**config.mk**
```make
export PLATFORM = sky130hd
export DESIGN_NAME = ring_neighbor_resource_arbiter
export DESIGN_NICKNAME = d
export VERILOG_FILES = /design/src/rtl/core/rnra_pkg.sv /design/src/rtl/core/rnra_front.sv /design/src/rtl/core/rnra_queue.sv /design/src/rtl/core/rnra_back.sv /design/src/rtl/core/ring_neighbor_resource_arbiter.sv
export SDC_FILE = /design/constraint.sdc
export NUM_CORES = 1
export LEC_CHECK = 0
export BUFFER_PORTS_ARGS = -buffer_cell sky130_fd_sc_hd__buf_2
export CAP_MARGIN = 20
export CORE_MARGIN = 1.5
export CORE_UTILIZATION = 30
export CTS_BUF_LIST = sky130_fd_sc_hd__clkbuf_8 sky130_fd_sc_hd__clkbuf_16
export CTS_CLUSTER_DIAMETER = 120
export DETAILED_ROUTE_END_ITERATION = 10
export SLEW_MARGIN = 20
export SYNTH_ARGS = -nofsm -noshare
export SYNTH_HDL_FRONTEND = slang
export SYNTH_SLANG_ARGS = --single-unit
```
**constraint.sdc**
```tcl
create_clock -name clk -period 9.2 [get_ports clk]
set_input_delay 0.46 -clock clk [delete_from_list [all_inputs] [get_ports clk]]
set_output_delay 0.46 -clock clk [all_outputs]
set_load 0.01 [all_outputs]
```
**src/rtl/core/rnra_pkg.sv**
```systemverilog
// Shared types, codes and constants for the ring neighbor resource arbiter.
package rnra_pkg;

  localparam int DEFAULT_MAX_SEATS = 32;
  localparam int QUEUE_DEPTH       = 2;
  localparam int WHO_W             = 5;
  localparam int RING_W            = 6;
  localparam int USES_W            = 16;
  localparam int CFG_IDX_W         = 1;
  localparam int CFG_DATA_W        = 16;

  typedef enum logic {
    OP_PICKUP  = 1'b0,
    OP_PUTDOWN = 1'b1
  } op_t;

  typedef enum logic [1:0] {
    KIND_GRANTED  = 2'd0,
    KIND_WAITING  = 2'd1,
    KIND_RELEASED = 2'd2,
    KIND_FINISHED = 2'd3
  } kind_t;

  typedef enum logic [CFG_IDX_W-1:0] {
    CFG_RING_SIZE  = 1'b0,
    CFG_TOTAL_USES = 1'b1
  } cfg_idx_t;

  typedef enum logic {
    BK_RUN    = 1'b0,
    BK_SECOND = 1'b1
  } back_state_t;

  // Classified item as it waits between front and back.
  typedef struct packed {
    op_t              op;
    logic             out_of_ring;
    logic [WHO_W-1:0] who;
  } item_t;

  // One result beat.
  typedef struct packed {
    logic             done;
    kind_t            kind;
    logic [WHO_W-1:0] target;
    logic             last;
  } res_t;

endpackage

```
**src/rtl/core/rnra_front.sv**
```systemverilog
// Front end: takes command items and tags those outside the active ring.
module rnra_front #(
  parameter int MAX_SEATS = rnra_pkg::DEFAULT_MAX_SEATS
) (
  input  logic                                 start,
  input  rnra_pkg::op_t                        op,
  input  logic [rnra_pkg::WHO_W-1:0]           who,
  input  logic [$clog2(MAX_SEATS+1)-1:0]       n,
  input  logic                                 full,
  output logic                                 busy,
  output logic                                 push,
  output rnra_pkg::item_t                      push_item
);
  import rnra_pkg::*;

  localparam int NW = $clog2(MAX_SEATS + 1);
  localparam int WW = (NW > WHO_W) ? NW : WHO_W;

  assign busy = full;
  assign push = start && !full;

  always_comb begin
    push_item.op          = op;
    push_item.who         = who;
    push_item.out_of_ring = (WW'(who) >= WW'(n));
  end

endmodule

```
**src/rtl/core/rnra_queue.sv**
```systemverilog
// Small item queue decoupling the front end from the executing back end.
module rnra_queue (
  input  logic                clk,
  input  logic                rst,
  input  logic                push,
  input  rnra_pkg::item_t     push_item,
  output logic                full,
  input  logic                pop,
  output logic                head_valid,
  output rnra_pkg::item_t     head
);
  import rnra_pkg::*;

  localparam int QW = (QUEUE_DEPTH > 1) ? $clog2(QUEUE_DEPTH) : 1;

  item_t           entries [QUEUE_DEPTH];
  logic [QW-1:0]   wr_ptr;
  logic [QW-1:0]   rd_ptr;
  logic [QW:0]     count;

  assign full       = (count == (QW+1)'(QUEUE_DEPTH));
  assign head_valid = (count != '0);
  assign head       = entries[rd_ptr];

  function automatic logic [QW-1:0] bump(input logic [QW-1:0] p);
    return (p == QW'(QUEUE_DEPTH - 1)) ? '0 : p + 1'b1;
  endfunction

  always_ff @(posedge clk) begin
    if (rst) begin
      wr_ptr <= '0;
      rd_ptr <= '0;
      count  <= '0;
    end else begin
      if (push) begin
        wr_ptr <= bump(wr_ptr);
      end
      if (pop) begin
        rd_ptr <= bump(rd_ptr);
      end
      if (push && !pop) begin
        count <= count + 1'b1;
      end else if (pop && !push) begin
        count <= count - 1'b1;
      end
    end
  end

  always_ff @(posedge clk) begin
    if (push) begin
      entries[wr_ptr] <= push_item;
    end
  end

  a_no_pop_empty: assert property (@(posedge clk) disable iff (rst)
    pop |-> head_valid)
    else $error("queue popped while empty");

  a_no_push_full: assert property (@(posedge clk) disable iff (rst)
    push |-> !full)
    else $error("queue pushed while full");

endmodule

```
**src/rtl/core/rnra_back.sv**
```systemverilog
// Back end: seat flags, use counter and the result sequencer.
module rnra_back #(
  parameter int MAX_SEATS = rnra_pkg::DEFAULT_MAX_SEATS
) (
  input  logic                               clk,
  input  logic                               rst,
  input  logic                               head_valid,
  input  rnra_pkg::item_t                    head,
  output logic                               pop,
  input  logic [$clog2(MAX_SEATS+1)-1:0]     n,
  input  logic [rnra_pkg::USES_W-1:0]        total_uses,
  output rnra_pkg::res_t                     res
);
  import rnra_pkg::*;

  localparam int NW = $clog2(MAX_SEATS + 1);
  localparam int SW = $clog2(MAX_SEATS);

  back_state_t         state, state_next;
  logic [MAX_SEATS-1:0] eating, eating_next;
  logic [MAX_SEATS-1:0] hungry, hungry_next;
  logic [USES_W-1:0]   use_count, use_count_next;
  logic                finished, finished_next;
  logic [SW-1:0]       second_tgt, second_tgt_next;
  res_t                res_next;

  logic [SW-1:0]       w, lft, rgt, ll, rr;
  logic [USES_W-1:0]   cnt_inc;
  logic                fin_hit, pick_ok, gl, gr, ll_eat, rr_eat;

  function automatic logic [SW-1:0] left_of(input logic [SW-1:0] s,
                                            input logic [NW-1:0] len);
    return (s == '0) ? SW'(len - 1'b1) : s - 1'b1;
  endfunction

  function automatic logic [SW-1:0] right_of(input logic [SW-1:0] s,
                                             input logic [NW-1:0] len);
    logic [SW:0] inc;
    inc = {1'b0, s} + 1'b1;
    return (inc >= (SW+1)'(len)) ? '0 : SW'(inc);
  endfunction

  // Neighbor tests; the releasing seat counts as thinking.
  always_comb begin
    w       = SW'(head.who);
    lft     = left_of(w, n);
    rgt     = right_of(w, n);
    ll      = left_of(lft, n);
    rr      = right_of(rgt, n);
    cnt_inc = (use_count == '1) ? use_count : use_count + 1'b1;
    fin_hit = (cnt_inc >= total_uses);
    pick_ok = !eating[lft] && !eating[rgt];
    ll_eat  = eating[ll] && (ll != w);
    gl      = hungry[lft] && !ll_eat;
    rr_eat  = (eating[rr] && (rr != w)) || (gl && (rr == lft));
    gr      = hungry[rgt] && !(gl && (rgt == lft)) && !rr_eat;
  end

  always_comb begin
    state_next      = state;
    eating_next     = eating;
    hungry_next     = hungry;
    use_count_next  = use_count;
    finished_next   = finished;
    second_tgt_next = second_tgt;
    pop             = 1'b0;
    res_next        = '{done: 1'b0, kind: KIND_GRANTED, target: head.who, last: 1'b1};
    unique case (state)
      BK_RUN: begin
        if (head_valid) begin
          pop = 1'b1;
          priority if (finished) begin
            res_next.done = 1'b1;
            res_next.kind = KIND_FINISHED;
          end else if (head.out_of_ring) begin
            res_next.done = 1'b0;
          end else if (head.op == OP_PICKUP) begin
            eating_next[w] = pick_ok;
            hungry_next[w] = !pick_ok;
            res_next.done  = 1'b1;
            res_next.kind  = pick_ok ? KIND_GRANTED : KIND_WAITING;
          end else begin
            eating_next[w] = 1'b0;
            hungry_next[w] = 1'b0;
            use_count_next = cnt_inc;
            res_next.done  = 1'b1;
            if (fin_hit) begin
              finished_next = 1'b1;
              res_next.kind = KIND_FINISHED;
            end else begin
              if (gl) begin
                eating_next[lft] = 1'b1;
                hungry_next[lft] = 1'b0;
              end
              if (gr) begin
                eating_next[rgt] = 1'b1;
                hungry_next[rgt] = 1'b0;
              end
              priority if (gl) begin
                res_next.kind   = KIND_GRANTED;
                res_next.target = WHO_W'(lft);
                res_next.last   = !gr;
                second_tgt_next = rgt;
                if (gr) begin
                  state_next = BK_SECOND;
                end
              end else if (gr) begin
                res_next.kind   = KIND_GRANTED;
                res_next.target = WHO_W'(rgt);
              end else begin
                res_next.kind = KIND_RELEASED;
              end
            end
          end
        end
      end
      BK_SECOND: begin
        res_next.done   = 1'b1;
        res_next.kind   = KIND_GRANTED;
        res_next.target = WHO_W'(second_tgt);
        state_next      = BK_RUN;
      end
      default: begin
        state_next = BK_RUN;
      end
    endcase
  end

  always_ff @(posedge clk) begin
    if (rst) begin
      state     <= BK_RUN;
      eating    <= '0;
      hungry    <= '0;
      use_count <= '0;
      finished  <= 1'b0;
      res       <= '0;
    end else begin
      state     <= state_next;
      eating    <= eating_next;
      hungry    <= hungry_next;
      use_count <= use_count_next;
      finished  <= finished_next;
      res       <= res_next;
    end
  end

  always_ff @(posedge clk) begin
    second_tgt <= second_tgt_next;
  end

  a_second_follows_first: assert property (@(posedge clk) disable iff (rst)
    (state == BK_SECOND) |-> (res.done && !res.last && res.kind == KIND_GRANTED))
    else $error("second grant without a first grant beat");

  a_finished_sticky: assert property (@(posedge clk) disable iff (rst)
    finished |=> finished)
    else $error("finished flag dropped");

  a_count_monotonic: assert property (@(posedge clk) disable iff (rst)
    1'b1 |=> (use_count >= $past(use_count)))
    else $error("use count went backwards");

  a_no_eat_and_hungry: assert property (@(posedge clk) disable iff (rst)
    1'b1 |-> ((eating & hungry) == '0))
    else $error("seat both eating and hungry");

endmodule

```
**src/rtl/core/ring_neighbor_resource_arbiter.sv**
```systemverilog
// Ring neighbor resource arbiter (dining philosophers monitor): top level.
//
// Items (op, who) are taken when start is high and busy is low; busy rises
// only when the two-entry item queue between front and back is full. The
// back end executes one item per cycle, but takes none while it gives a
// second grant: a pickup gives one granted or waiting result, a putdown
// one released, finished or granted result, and a putdown that frees both
// neighbors gives its second grant from the second-grant state of the
// result sequencer. Results come out registered, one per cycle, with done
// high for exactly that cycle and last high on an item's final result; the
// receiver cannot stall, so nothing is held back. An item whose who is not
// inside the active ring gives no result, unless the block has finished, in
// which case every item gets a finished result. Seat states reset to
// thinking at once; no clearing pass. Configuration writes are always taken
// (cfg_ready stays high) and belong only in idle periods.
module ring_neighbor_resource_arbiter #(
  parameter int MAX_SEATS = rnra_pkg::DEFAULT_MAX_SEATS
) (
  input  logic                                clk,
  input  logic                                rst,
  // command channel
  input  logic                                start,
  output logic                                busy,
  input  logic                                op,
  input  logic [rnra_pkg::WHO_W-1:0]          who,
  // result strobe and payload
  output logic                                done,
  output logic [1:0]                          kind,
  output logic [rnra_pkg::WHO_W-1:0]          target,
  output logic                                last,
  // register writes
  input  logic                                cfg_valid,
  output logic                                cfg_ready,
  input  logic [rnra_pkg::CFG_IDX_W-1:0]      cfg_index,
  input  logic [rnra_pkg::CFG_DATA_W-1:0]     cfg_data
);
  import rnra_pkg::*;

  localparam int NW = $clog2(MAX_SEATS + 1);
  localparam int CW = (NW > RING_W) ? NW : RING_W;

  logic [RING_W-1:0] ring_size;
  logic [USES_W-1:0] total_uses;
  logic [NW-1:0]     n;
  logic [CW-1:0]     rs_ext;

  logic  q_full, q_push, q_pop, q_head_valid;
  item_t q_push_item, q_head;
  res_t  res;

  assign cfg_ready = 1'b1;

  always_ff @(posedge clk) begin
    if (rst) begin
      ring_size  <= RING_W'(5);
      total_uses <= USES_W'(5);
    end else if (cfg_valid && cfg_ready) begin
      unique case (cfg_idx_t'(cfg_index))
        CFG_RING_SIZE:  ring_size  <= cfg_data[RING_W-1:0];
        CFG_TOTAL_USES: total_uses <= cfg_data[USES_W-1:0];
      endcase
    end
  end

  // Ring length in use: ring_size clamped to 2..MAX_SEATS.
  always_comb begin
    rs_ext = CW'(ring_size);
    priority if (rs_ext < CW'(2)) begin
      n = NW'(2);
    end else if (rs_ext > CW'(MAX_SEATS)) begin
      n = NW'(MAX_SEATS);
    end else begin
      n = NW'(rs_ext);
    end
  end

  rnra_front #(.MAX_SEATS(MAX_SEATS)) u_front (
    .start     (start),
    .op        (op_t'(op)),
    .who       (who),
    .n         (n),
    .full      (q_full),
    .busy      (busy),
    .push      (q_push),
    .push_item (q_push_item)
  );

  rnra_queue u_queue (
    .clk        (clk),
    .rst        (rst),
    .push       (q_push),
    .push_item  (q_push_item),
    .full       (q_full),
    .pop        (q_pop),
    .head_valid (q_head_valid),
    .head       (q_head)
  );

  rnra_back #(.MAX_SEATS(MAX_SEATS)) u_back (
    .clk        (clk),
    .rst        (rst),
    .head_valid (q_head_valid),
    .head       (q_head),
    .pop        (q_pop),
    .n          (n),
    .total_uses (total_uses),
    .res        (res)
  );

  assign done   = res.done;
  assign kind   = res.kind;
  assign target = res.target;
  assign last   = res.last;

endmodule
```
==> results.txt, run 1 <==
- Outcome: finished, final reports clean
* Number of setup violations in the final report: 0
- Leakage component of the power: 4.72 nW
* Number of buffers created by CTS: 17
- Logic depth of the worst register-to-register path: 29
* Clock edge transition at the registers on the reported setup and hold paths: 0.07 ns
- In the final layout, the share of cells above drive strength 1 is 0.119.
* Average instance area after synthesis: 7.65 µm²
- In the routed layout, each cell is associated on average with a via count of 6.37.
* Hold/Removal Path Class: input pin to flop
- Hold Fails Final Rpt: 0
* Number of design-rule violations left by the first detailed-router iteration: 1629
- From synthesis to final layout, the design area changed by 10.7%.
- Total grt overflow: 0
- Vias in the first global route: 12300
* Setup ws final: 0.873 ns
- Mux contribution to synthesized area: 0.0740
* Fraction of the mapped netlist area in adder cells: 0.0509
* Placement Setup Slack: 1.14 ns
* Largest buffer count on any clock path: 2
- The congestion estimate from routability-driven global placement came to 0.983.
- Crit path largest cell delay: 0.66 ns
- After detailed routing, the total wire length is 51.1 mm.
- Of the synthesized area, sequential elements account for 0.248.
- TritonCTS clock tree: yes
* Hold buffers post-CTS: 0
* Crit path buffers/inverters: 6
- Counting every sink on the clock net gives 137.
* Slowest cell on crit path: sky130_fd_sc_hd__a21oi_4
- Worst path required time: 9.54 ns
- Maximum VDD drop: 0.194 mV
- The clock arrives with 0.0150 ns of skew.
- After clock tree synthesis, the repair step resized 0 gates.
- Setup slack on the worst reg-to-reg path comes out at 0.87 ns.
* Proportion of register bits with asynchronous set or reset after synthesis: 0
- Setup repair after global routing left no endpoint under its margin.
- After clock tree synthesis, the setup repair step added 0 buffers.
- Tmin final: 8.33 ns
- Hold path endpoint: u_queue.entries[1][6]$_DFFE_PP_
- Synth Flop Type: sky130_fd_sc_hd__dfxtp_1
- Number of enable flip-flop cells after synthesis: 19
* Mapped cell area: 11800 µm²
* Depth of the worst hold-timing path: 1
- Placed wire-length estimate after detailed placement: 35.5 mm
- Dividing the detail-routed wire length by the instance count gives 24.8 µm.
- Cell at the root of the clock tree: sky130_fd_sc_hd__clkbuf_16
* Cell area power density: 399 nW/µm²
- First-pass GRT wire length: 76.9 mm
- At the pin with the least slew margin, the transition time is 1.15 ns.
- Boundary Pins: 38
- Clock latency on the worst-skew pair, taken at its later pin, is 0.45 ns.
* Max-cap violation count: 0
- Fmax: 0.120 GHz
- Of the available clock period, the critical path in the final layout requires 0.905.
- Drc violations: 0
- Final Slew Violations: 0
- In the final timing run, aggregate negative setup slack is 0 ns.
* Setup crit start kind: flop
- Share of synthesized cell area in and, or, nand and nor gates: 0.217
- The floorplan step defined a core boundary enclosing 38700 µm².
- The H-tree was split into 4 levels.
- Yosys mapped the design onto 108 distinct sky130hd cell types.
- For this run, the share of the core covered by cells in the final layout is 0.337.
- Xor and xnor area share after synthesis: 0.0312
- Share of the synthesized area in compound gates (AO/OA/AOI/OAI): 0.320
- Measured against its own limit, the worst slew margin works out to 0.230.
- The die is 201 µm wide.
* Top cell family by delay on the critical path: compound AO/OA/AOI/OAI gates
- The cell count after synthesis came out at 1543.
* Number of optimization iterations in the first detailed-route pass: 8
- Once detail routing completed, the nets flagged for antenna violations numbered 0.
* Routed vias: 13100
* Number of nets at the end of the flow: 1605
- Diodes inserted: 0
- The initial utilization of the core area, before any placement, comes to 0.305.
- The count of buffers added on input and output ports is 36.
- CP Capture Type: flop
- Startpoint of the tightest hold check path: op
- Maximum number of pins on one net before global-route repair: 74
- Dominant cell type by count on the critical path: sky130_fd_sc_hd__buf_4
- In this run the critical register-to-register path is captured at u_back.hungry[0]$_SDFFE_PP0P_.
- Net count of the mapped netlist: 1618
* Cell row count: 72
* Largest family of logic cells by synthesized area: compound AO/OA/AOI/OAI gates
* Arrival time of the worst setup path: 8.66 ns
- Yosys printed 0 warnings.
- Tot GR Track Use: 0.248
- The critical path is of the flop to flop type.
* Die Span Y: 201 µm
- Synth Register Bits: 137
* Largest fanout of any net on the critical path: 28
* Number of antenna violations at the first check in global routing: 0
* Full die area: 40600 µm²
[Yosys cell counts (all sizes together) (18+ instances only)]
cell type / instances / area share
mux2i: 48 / 0.043
edfxtp: 19 / 0.048
inv: 54 / 0.017
o221ai: 36 / 0.027
nor3: 40 / 0.018
nand4: 18 / 0.0095
ha: 48 / 0.051
a21o: 24 / 0.015
a31oi: 25 / 0.015
a311oi: 22 / 0.016
a32oi: 20 / 0.015
o21ai: 88 / 0.038
xor2: 18 / 0.013
o211ai: 33 / 0.021
a211oi: 20 / 0.013
a21oi: 145 / 0.064
clkbuf: 74 / 0.024
buf: 31 / 0.017
nand3: 56 / 0.025
xnor2: 24 / 0.018
nor2: 153 / 0.049
nand2: 195 / 0.062
dfxtp: 118 / 0.20
[worst register-to-register path, delay by kind of cell (launching register included)]
| kind | cells | cell delay [ns] |
|---|---|---|
| muxes | 1 | 0.56 |
| xor gates and xnor gates | 2 | 0.96 |
| DFF | 1 | 0.35 |
| adders and majority gates | 3 | 0.76 |
| AOI/OAI and AO/OA | 12 | 2.90 |
| buffers and inverters | 6 | 1.45 |
| and+or+nand+nor | 5 | 1.26 |
[cell families (layout without fill, tap and decap cells)]
family / count (synthesis) / in the layout
other: 1 / 1
AOI/OAI and AO/OA: 542 / 542
muxes: 71 / 71
buffers and inverters: 161 / 161
adders and majority gates: 48 / 48
DFF: 137 / 137
and+or+nand+nor: 541 / 541
xor gates and xnor gates: 42 / 42
[power breakdown]
part / internal [mW] / total, mW / switching, mW
sequential: 0.730 / 0.939 / 0.209
combinational: 1.06 / 3.59 / 2.53
clock: 0.361 / 0.687 / 0.326
[layout make-up]
class | count | area, µm²
Inverter | 56 | 210
Fill cell | 4168 | 25700
Timing Repair Buffer | 73 | 458
Clock buffer | 17 | 425
Clock inverter | 15 | 151
Multi-Input combinational cell | 1245 | 8250
Sequential cell | 137 | 2930
Tap cell | 518 | 648
[layer usage]
layer	vias to the layer above	part of all wire	track usage
met4	0	0.063	0.158
met2	849	0.43	0.373
met5	-	0	0
met3	180	0.11	0.0684
li1	5778	-	-
met1	6324	0.40	0.313
[how the worst max path moves through the flow]
stage	to	startpoint	depth (start not counted)
floorplan	u_back.hungry[26]$_SDFFE_PP0P_	flop	33
global placement	u_back.hungry[0]$_SDFFE_PP0P_	flop	29
detailed placement	u_back.hungry[0]$_SDFFE_PP0P_	flop	29
CTS	u_back.hungry[0]$_SDFFE_PP0P_	flop	29
global route	u_back.hungry[0]$_SDFFE_PP0P_	flop	29
finish	u_back.hungry[0]$_SDFFE_PP0P_	flop	29
[state kept, by name, indices dropped and copies added (netlist names), 2 cells and up, named ones only]
signal	flops
u_back.eating	32
u_back.hungry	32
total_uses	16
u_back.use_count	16
u_queue.entries	14
u_back.res	9
ring_size	6
u_back.second_tgt	5
u_queue.count	2
[through the flow]
stage               std cells  hold WS, ns  area (µm²)  total power, mW
global placement         2029        0.444       12500             4.34
floorplan                1543        0.436       11800             3.17
global route             2061        0.185       13100             5.43
finish                   2061        0.200       13100             5.22
CTS                      2061        0.181       13100             5.06
detailed placement       2029        0.447       12500             4.36
[layout by cell type (no fill, tap or decap), types with 10 or more instances in the layout]
master                      netlist  final
sky130_fd_sc_hd__a311oi_1        22     22
sky130_fd_sc_hd__nand2_1        193    193
sky130_fd_sc_hd__nor3_1          37     36
sky130_fd_sc_hd__nor2_1         149    147
sky130_fd_sc_hd__buf_4            2     37
sky130_fd_sc_hd__nand2b_1        16     16
sky130_fd_sc_hd__a32o_1          10     10
sky130_fd_sc_hd__nand4_1         18     18
sky130_fd_sc_hd__a32oi_1         20     20
sky130_fd_sc_hd__a31oi_1         24     23
sky130_fd_sc_hd__nand3_1         53     53
sky130_fd_sc_hd__o21a_1          11     11
sky130_fd_sc_hd__o22ai_1         13     13
sky130_fd_sc_hd__xor2_1          18     18
sky130_fd_sc_hd__a211oi_1        19     19
sky130_fd_sc_hd__mux2i_1         45     43
sky130_fd_sc_hd__xnor2_1         24     24
sky130_fd_sc_hd__edfxtp_1        19     19
sky130_fd_sc_hd__a21oi_1        141    140
sky130_fd_sc_hd__buf_2           17     36
sky130_fd_sc_hd__dfxtp_1        118    118
sky130_fd_sc_hd__clkbuf_16        0     17
sky130_fd_sc_hd__o21ai_1         16     15
sky130_fd_sc_hd__o21ai_0         70     70
sky130_fd_sc_hd__o211ai_1        32     32
sky130_fd_sc_hd__a21o_1          24     24
sky130_fd_sc_hd__ha_1            48     48
sky130_fd_sc_hd__mux2_2          12     12
sky130_fd_sc_hd__inv_1           49     50
sky130_fd_sc_hd__o221ai_1        36     36
(Power assumes the default switching activity.)
==> run 2, diff against run 1 <==
- CELL_PAD_IN_SITES_DETAIL_PLACEMENT: default -> 0
- CELL_PAD_IN_SITES_GLOBAL_PLACEMENT: default -> 1
- PLACE_DENSITY_LB_ADDON: default -> 0.1
==> run 2 against run 1 <==
Clock power rose by 3.1%. Sequential power rose by 0.6%. Die area did not move. Design area increased by 0.34%. Largest cell class unchanged. Via count fell by 3.3%. Highest routed layer unchanged. Count of clock-buffer cells in the layout did not move. Worst setup slack got worse by 0.32 ns.
==> results.txt, run 2 (same netlist as run 1, synthesis figures left out) <==
* Reg power frac: 0.179 (was 0.180)
- The setup TNS after final layout is 0 ns (unchanged).
- The width of the chip was 201 µm (unchanged).
- The arrival time at the worst endpoint came to 9.02 ns (was 8.66 ns).
- The minimum setup slack among reg-to-reg paths came to 0.55 ns (was 0.87 ns).
- Setup ws final: 0.554 ns (was 0.873 ns)
- Final weighted congestion of routability-driven global placement: 0.943 (was 0.983)
* Layout overhead on the synthesized area: 11.1% (was 10.7%)
* Switching share of power: 0.586 (was 0.587)
- Startpoint of the tightest hold check path: op (unchanged)
- Outcome: finished, final reports clean (unchanged)
- Placed wire-length estimate after detailed placement: 40.0 mm (was 35.5 mm)
- Largest fanout of any net on the critical path: 24 (was 28)
* Setup repair after global routing missed its margin: false (unchanged)
- The final count of negative-setup-slack endpoints was 0 (unchanged).
- Cell row count: 72 (unchanged)
- Cells resized by post-CTS repair: 0 (unchanged)
- Area after DPL: 12500 µm² (about the same)
- The clock input transition at the sequential cells of the worst setup and hold paths was 0.07 ns (about the same).
* Most common cell after layout, fill and taps aside: sky130_fd_sc_hd__nand2_1 (unchanged)
- Vias in the first global route: 11900 (was 12300)
* Number of nets at the end of the flow: 1610 (was 1605)
- The switching power total was 3.10 mW (was 3.06 mW).
- Registers with the most flip-flops: u_back.eating x32, u_back.hungry x32 (unchanged).
- The wire length of the first global-routing pass is 82.8 mm (was 76.9 mm).
- Storage cell area: 2930 µm² (unchanged)
- Number of antenna violations at the first check in global routing: 0 (unchanged)
- The deepest clock path buffer count is 2 (unchanged).
- Placement Setup Slack: 0.749 ns (was 1.14 ns)
* Tmin final: 8.65 ns (was 8.33 ns)
- Final hold slack: 0.187 ns (was 0.200 ns)
* Final std cell area, no fill: 13100 µm² (about the same)
- The kind of capture point of the worst setup path is a flop (unchanged).
- The number of clock buffers inserted by TritonCTS was 17 (unchanged).
* Count of input and output buffers: 36 (unchanged)
* Slew Limit Headroom: 0.256 (was 0.230)
* Cell at the root of the clock tree: sky130_fd_sc_hd__clkbuf_16 (unchanged)
- Max-cap violation count: 0 (unchanged)
- The setup fix buffers added after clock tree synthesis is 0 (unchanged).
* Maximum number of pins on one net before global-route repair: 54 (was 74)
- Cell area power density: 403 nW/µm² (was 399 nW/µm²)
* WL/cell: 27.1 µm (was 24.8 µm)
- Actual transition at the worst max-transition pin: 1.09 ns (was 1.15 ns)
* Clock group share of total power: 0.134 (was 0.132)
- Worst-Skew Late Latency: 0.48 ns (was 0.45 ns)
- The type of the worst setup path is flop to flop (unchanged).
* Combinational fraction of design power: 0.688 (was 0.689)
- Worst path required time: 9.57 ns (was 9.54 ns)
- The most repeated library cell on the critical path is sky130_fd_sc_hd__buf_4 (unchanged).
- The count of endpoints failing hold in the final timing report is 0 (unchanged).
- Leakage component of the power: 4.75 nW (was 4.72 nW)
- Filler cell count in the final layout: 4186 (was 4168)
- The number of placed I/O pins was 38 (unchanged).
- The internal power contribution is 2.19 mW (was 2.16 mW).
- The number of sinks handled by clock tree synthesis is 137 (unchanged).
* Tot GR Track Use: 0.276 (was 0.248)
- The routed via count divided by cell count is 6.14 (was 6.37).
- The cell type group with the largest total delay on the critical path is compound AO/OA/AOI/OAI gates (unchanged).
- Number of optimization iterations in the first detailed-route pass: 5 (was 8)
* Setup crit start kind: flop (unchanged)
- Maximum VDD drop: 0.160 mV (was 0.194 mV)
- The share of the clock period used by the worst path came to 0.940 (was 0.905).
- Number of design-rule violations left by the first detailed-router iteration: 1385 (was 1629)
- Crit path largest cell delay: 0.55 ns (was 0.66 ns)
* Full die area: 40600 µm² (unchanged)
- ANT nets after route: 0 (unchanged)
- The buffer and inverter count on the worst path came to 7 (was 6).
- Hold/Removal Path Class: input pin to flop (unchanged)
- Layout cells sized above 1: 0.125 (was 0.119)
- The top achievable clock speed was 0.116 GHz (was 0.120 GHz).
* Area of the core: 38700 µm² (unchanged)
- CTS H-tree depth: 4 (unchanged)
- Total grt overflow: 0 (unchanged)
* Worst clock skew on the final layout: 0.0142 ns (was 0.0150 ns)
- The combined area of the multi-input logic cells was 8250 µm² (about the same).
- The detailed-route DRC error count came to 0 (unchanged).
- Die Span Y: 201 µm (unchanged)
- Total wire length after detailed routing: 56.1 mm (was 51.1 mm)
- Most used cells in the layout excluding fill and tap cells: 193 x sky130_fd_sc_hd__nand2_1, 146 x sky130_fd_sc_hd__nor2_1, 140 x sky130_fd_sc_hd__a21oi_1 (was 193 x sky130_fd_sc_hd__nand2_1, 147 x sky130_fd_sc_hd__nor2_1, 140 x sky130_fd_sc_hd__a21oi_1).
- The total of hold buffers inserted after clock tree synthesis came to 0 (unchanged).
* Final Slew Violations: 0 (unchanged)
* Routed vias: 12700 (was 13100)
- Initial Utilization: 0.305 (unchanged)
* Slowest cell on crit path: sky130_fd_sc_hd__mux4_2 (was sky130_fd_sc_hd__a21oi_4)
- The CTS tree was yes (unchanged).
[run 2: worst reg2reg max path: cells and delay by family (launching register included)]
family                   cells  cell delay (ns)
AO/OA/AOI/OAI               12             2.28
adder cells (fa/ha/maj)      3             0.86
XOR/XNOR                     2             1.01
buffers and inverters        7             1.84
flip-flops                   1             0.48
AND/OR/NAND/NOR              5             1.53
multiplexers                 1             0.56
[run 2: worst paths after layout]
check / to / cells past startpoint
max: u_back.hungry[12]$_SDFFE_PP0P_ / 30
min: u_queue.entries[1][6]$_DFFE_PP_ / 1
max reg2reg: u_back.hungry[12]$_SDFFE_PP0P_ / 30
min reg2reg: total_uses[15]$_SDFFE_PP0P_ / 2
[run 2: area by class of cell]
cell class	count	area share
Antenna cell	1	0.000191
Clock buffer	17	0.0324
Tap cell	518	0.0494
Clock inverter	15	0.0114
Sequential cell	137	0.224
Inverter	56	0.0160
Timing Repair Buffer	78	0.0376
Multi-Input combinational cell	1245	0.629
[run 2: metal layers]
metal	vias up	wire, µm	GRT usage
li1	5811	-	-
met1	6220	25200	0.379
met2	563	25000	0.421
met3	101	4090	0.0536
met4	0	1830	0.115
met5	-	0	0
[run 2: per-stage QoR]
stage               power [mW]   util  instances
floorplan                 3.17      -       1543
finish                    5.29  0.339       2067
detailed placement        4.48  0.323       2034
global placement          4.52  0.323       2033
CTS                       5.21  0.338       2066
global route              5.54  0.339       2066
[run 2: power groups by stage]
stage | clock network [mW] | registers, mW | logic [mW]
6_report | 0.708 | 0.945 | 3.64
5_1_grt | 0.748 | 0.952 | 3.84
4_1_cts | 0.725 | 0.931 | 3.55
3_5_place_dp | 0 | 0.944 | 3.54
3_3_place_gp | 0 | 0.948 | 3.57
2_1_floorplan | 0 | 0.837 | 2.34
==> run 3, diff against run 2 <==
--- a/config.mk
+++ b/config.mk
@@ -16,4 +16,5 @@
 export DETAILED_ROUTE_END_ITERATION = 10
 export PLACE_DENSITY_LB_ADDON = 0.1
+export RECOVER_POWER = 25
 export SLEW_MARGIN = 20
 export SYNTH_ARGS = -nofsm -noshare
==> constraint.sdc (replaced) <==
create_clock -name clk -period 9.2 [get_ports clk]
set_input_delay 0.92 -clock clk [delete_from_list [all_inputs] [get_ports clk]]
set_output_delay 0.92 -clock clk [all_outputs]
set_load 0.01 [all_outputs]
==> run 3 against run 2 <==
The flow now finishes with violations (max-capacitance violations, max-slew violations). Clock power about the same. Hold slack improved by 0.27 ns. Cell count is the same. Clock skew barely moved. Sequential cell count unchanged. Largest cell class unchanged. Critical endpoint unchanged.
==> results.txt, run 3 (same netlist as run 1, synthesis figures left out) <==
- Outcome: complete, but fails checks (was finished, final reports clean).
- The final reports fail on max-capacitance violations, max-slew violations.
- The final max-slew violation count is 54 (was 0).
- Number of antenna violations at the first check in global routing: 0 (unchanged)
- Depth of the worst hold-timing path: 2 (was 1)
- The cell leakage power was 4.72 nW (was 4.75 nW).
* Slowest cell on crit path: sky130_fd_sc_hd__mux4_2 (unchanged)
* Vias per cell: 6.14 (about the same)
* Final hold slack: 0.459 ns (was 0.187 ns)
- Met1 usage in global routing: 0.379 (unchanged)
- Maximum VDD drop: 0.161 mV (was 0.160 mV)
* Die Span Y: 201 µm (unchanged)
- The transition time at the pin with the least slew margin is 2.70 ns (was 1.09 ns).
- The residual overflow from global routing is 0 (unchanged).
- The width of the chip is 201 µm (unchanged).
- Largest fanout of any net on the critical path: 24 (unchanged)
- Worst path required time: 9.57 ns (about the same)
* Boundary Pins: 38 (unchanged)
- Tot GR Track Use: 0.276 (unchanged)
- The setup fix buffers added after clock tree synthesis came to 0 (unchanged).
- Cell row count: 72 (unchanged)
* Drc violations: 0 (unchanged)
* Tmin final: 8.65 ns (about the same)
- The die outline area is 40600 µm² (unchanged).
- The CTS tree is yes (unchanged).
- CTS H-tree depth: 4 (unchanged)
- Cell area power density: 404 nW/µm² (was 403 nW/µm²)
* Worst reg2reg endpoint: u_back.hungry[12]$_SDFFE_PP0P_ (unchanged)
- Arrival time of the worst setup path: 9.01 ns (was 9.02 ns)
* Number of setup violations in the final report: 0 (unchanged)
- The count of endpoints failing hold in the final timing report was 0 (unchanged).
- Most used cells in the layout excluding fill and tap cells: 193 x sky130_fd_sc_hd__nand2_1, 146 x sky130_fd_sc_hd__nor2_1, 140 x sky130_fd_sc_hd__a21oi_1 (unchanged).
- The fraction of layout instances using a drive strength above 1 is 0.120 (was 0.125).
* Most common cell after layout, fill and taps aside: sky130_fd_sc_hd__nand2_1 (unchanged)
- The worst slew margin relative to its limit is -0.802 (was 0.256).
- The total iterations of the first detailed-routing run is 6 (was 5).
- The clock input transition at the sequential cells of the worst setup and hold paths is 0.07 ns (about the same).
- The share of the clock period used by the worst path came to 0.940 (about the same).
- The number of global-route vias before repair was 11900 (unchanged).
- The top achievable clock speed is 0.116 GHz (about the same).
- The max-capacitance violation count came to 1 (was 0).
- Setup repair after global routing missed its margin: false (unchanged)
* Worst-Skew Late Latency: 0.48 ns (about the same)
* Layout overhead on the synthesized area: 11.0% (was 11.1%)
- The global-route track usage on met2 is 0.421 (unchanged).
* Dominant cell type by count on the critical path: sky130_fd_sc_hd__buf_4 (unchanged)
- The final estimated routing congestion in global placement came to 0.943 (unchanged).
- The class of the most critical hold timing path was flop to flop (was input pin to flop).
- The total number of nets in the final design came to 1610 (unchanged).
* Setup crit start kind: flop (unchanged)
* Met3 Use GR: 0.0536 (unchanged)
- The largest stage delay on the critical path is 0.56 ns (was 0.55 ns).
- The placeable core area was 38700 µm² (unchanged).
- The maximum number of pins on one net before global-route repair is 54 (unchanged).
- Number of design-rule violations left by the first detailed-router iteration: 1386 (was 1385)
- ANT nets after route: 0 (unchanged)
* Hold buffers post-CTS: 0 (unchanged)
* First-pass GRT wire length: 82.8 mm (unchanged)
- The end point of the most critical hold path is total_uses[1]$_SDFFE_PP0P_ (was u_queue.entries[1][6]$_DFFE_PP_).
* Critical setup path kind: flop to flop (unchanged)
- Cells resized by post-CTS repair: 0 (unchanged)
* Largest buffer count on any clock path: 2 (unchanged)
* Count of input and output buffers: 36 (unchanged)
- Setup TNS: 0 ns (unchanged)
- The starting density of the core is 0.305 (unchanged).
- The critical hold path startpoint was total_uses[1]$_SDFFE_PP0P_ (was op).
* Worst clock skew on the final layout: 0.0144 ns (was 0.0142 ns)
- Logic depth of the worst register-to-register path: 30 (unchanged)
- The number of sinks handled by clock tree synthesis was 137 (unchanged).
- The sum of routed wire length over all layers was 56.0 mm (was 56.1 mm).
- Number of buffers created by CTS: 17 (unchanged)
- The minimum setup slack among reg-to-reg paths came to 0.55 ns (about the same).
* Registers with the most flip-flops: u_back.eating x32, u_back.hungry x32 (unchanged)
- The HPWL after detailed placement came to 40.0 mm (unchanged).
- CP Capture Type: flop (unchanged)
- GR peak layer: met2 (unchanged)
* WL/cell: 27.1 µm (about the same)
- The root buffer cell is sky130_fd_sc_hd__clkbuf_16 (unchanged).
* Routed vias: 12700 (about the same)
## run 3: how the worst max path moves through the flow
stage | start | depth (start not counted) | slack, ns | end
global route | flop | 30 | 0.05 | u_back.hungry[12]$_SDFFE_PP0P_
floorplan | flop | 33 | 1.51 | u_back.hungry[26]$_SDFFE_PP0P_
global placement | flop | 30 | 0.98 | u_back.hungry[11]$_SDFFE_PP0P_
detailed placement | flop | 30 | 0.75 | u_back.hungry[12]$_SDFFE_PP0P_
CTS | flop | 30 | 0.74 | u_back.hungry[12]$_SDFFE_PP0P_
finish | flop | 30 | 0.55 | u_back.hungry[12]$_SDFFE_PP0P_
## run 3: per-layer routing
layer	vias to the layer above	wire [µm]
li1	5811	-
met5	-	0
met1	6252	25300
met4	0	1830
met3	100	3900
met2	526	25000
## run 3: stage by stage
stage          instance area, µm²  worst slack, ns  std cells   util  power [mW]
2_1_floorplan               11800             1.51       1543      -        3.17
3_3_place_gp                12500            0.976       2033  0.323        4.52
3_5_place_dp                12500            0.749       2034  0.323        4.48
4_1_cts                     13100            0.736       2066  0.338        5.21
5_1_grt                     13100           0.0490       2066  0.338        5.54
6_report                    13100            0.555       2067  0.338        5.29
## run 3: critical path: cells and delay by family (launching register included)
family                     cells  cell delay [ns]
muxes                          1             0.56
and+or+nand+nor                5             1.54
adders and majority gates      3             0.85
DFF                            1             0.48
buffers and inverters          7             1.84
xor gates and xnor gates       2             1.00
AOI/OAI and AO/OA             12             2.26
## run 3: area by class of cell
class                           count  area (µm²)
Multi-Input combinational cell   1245        8250
Clock inverter                     15         150
Clock buffer                       17         425
Timing Repair Buffer               78         480
Tap cell                          518         648
Antenna cell                        1        2.50
Inverter                           56         210
Fill cell                        4188       25600
Sequential cell                   137        2930
## run 3: report_power, final
| part | total [mW] | internal (mW) | switching (mW) | leakage (nW) |
|---|---|---|---|---|
| logic | 3.63 | 1.08 | 2.55 | 3.30 |
| registers | 0.946 | 0.730 | 0.216 | 1.14 |
| clock network | 0.707 | 0.381 | 0.325 | 0.290 |
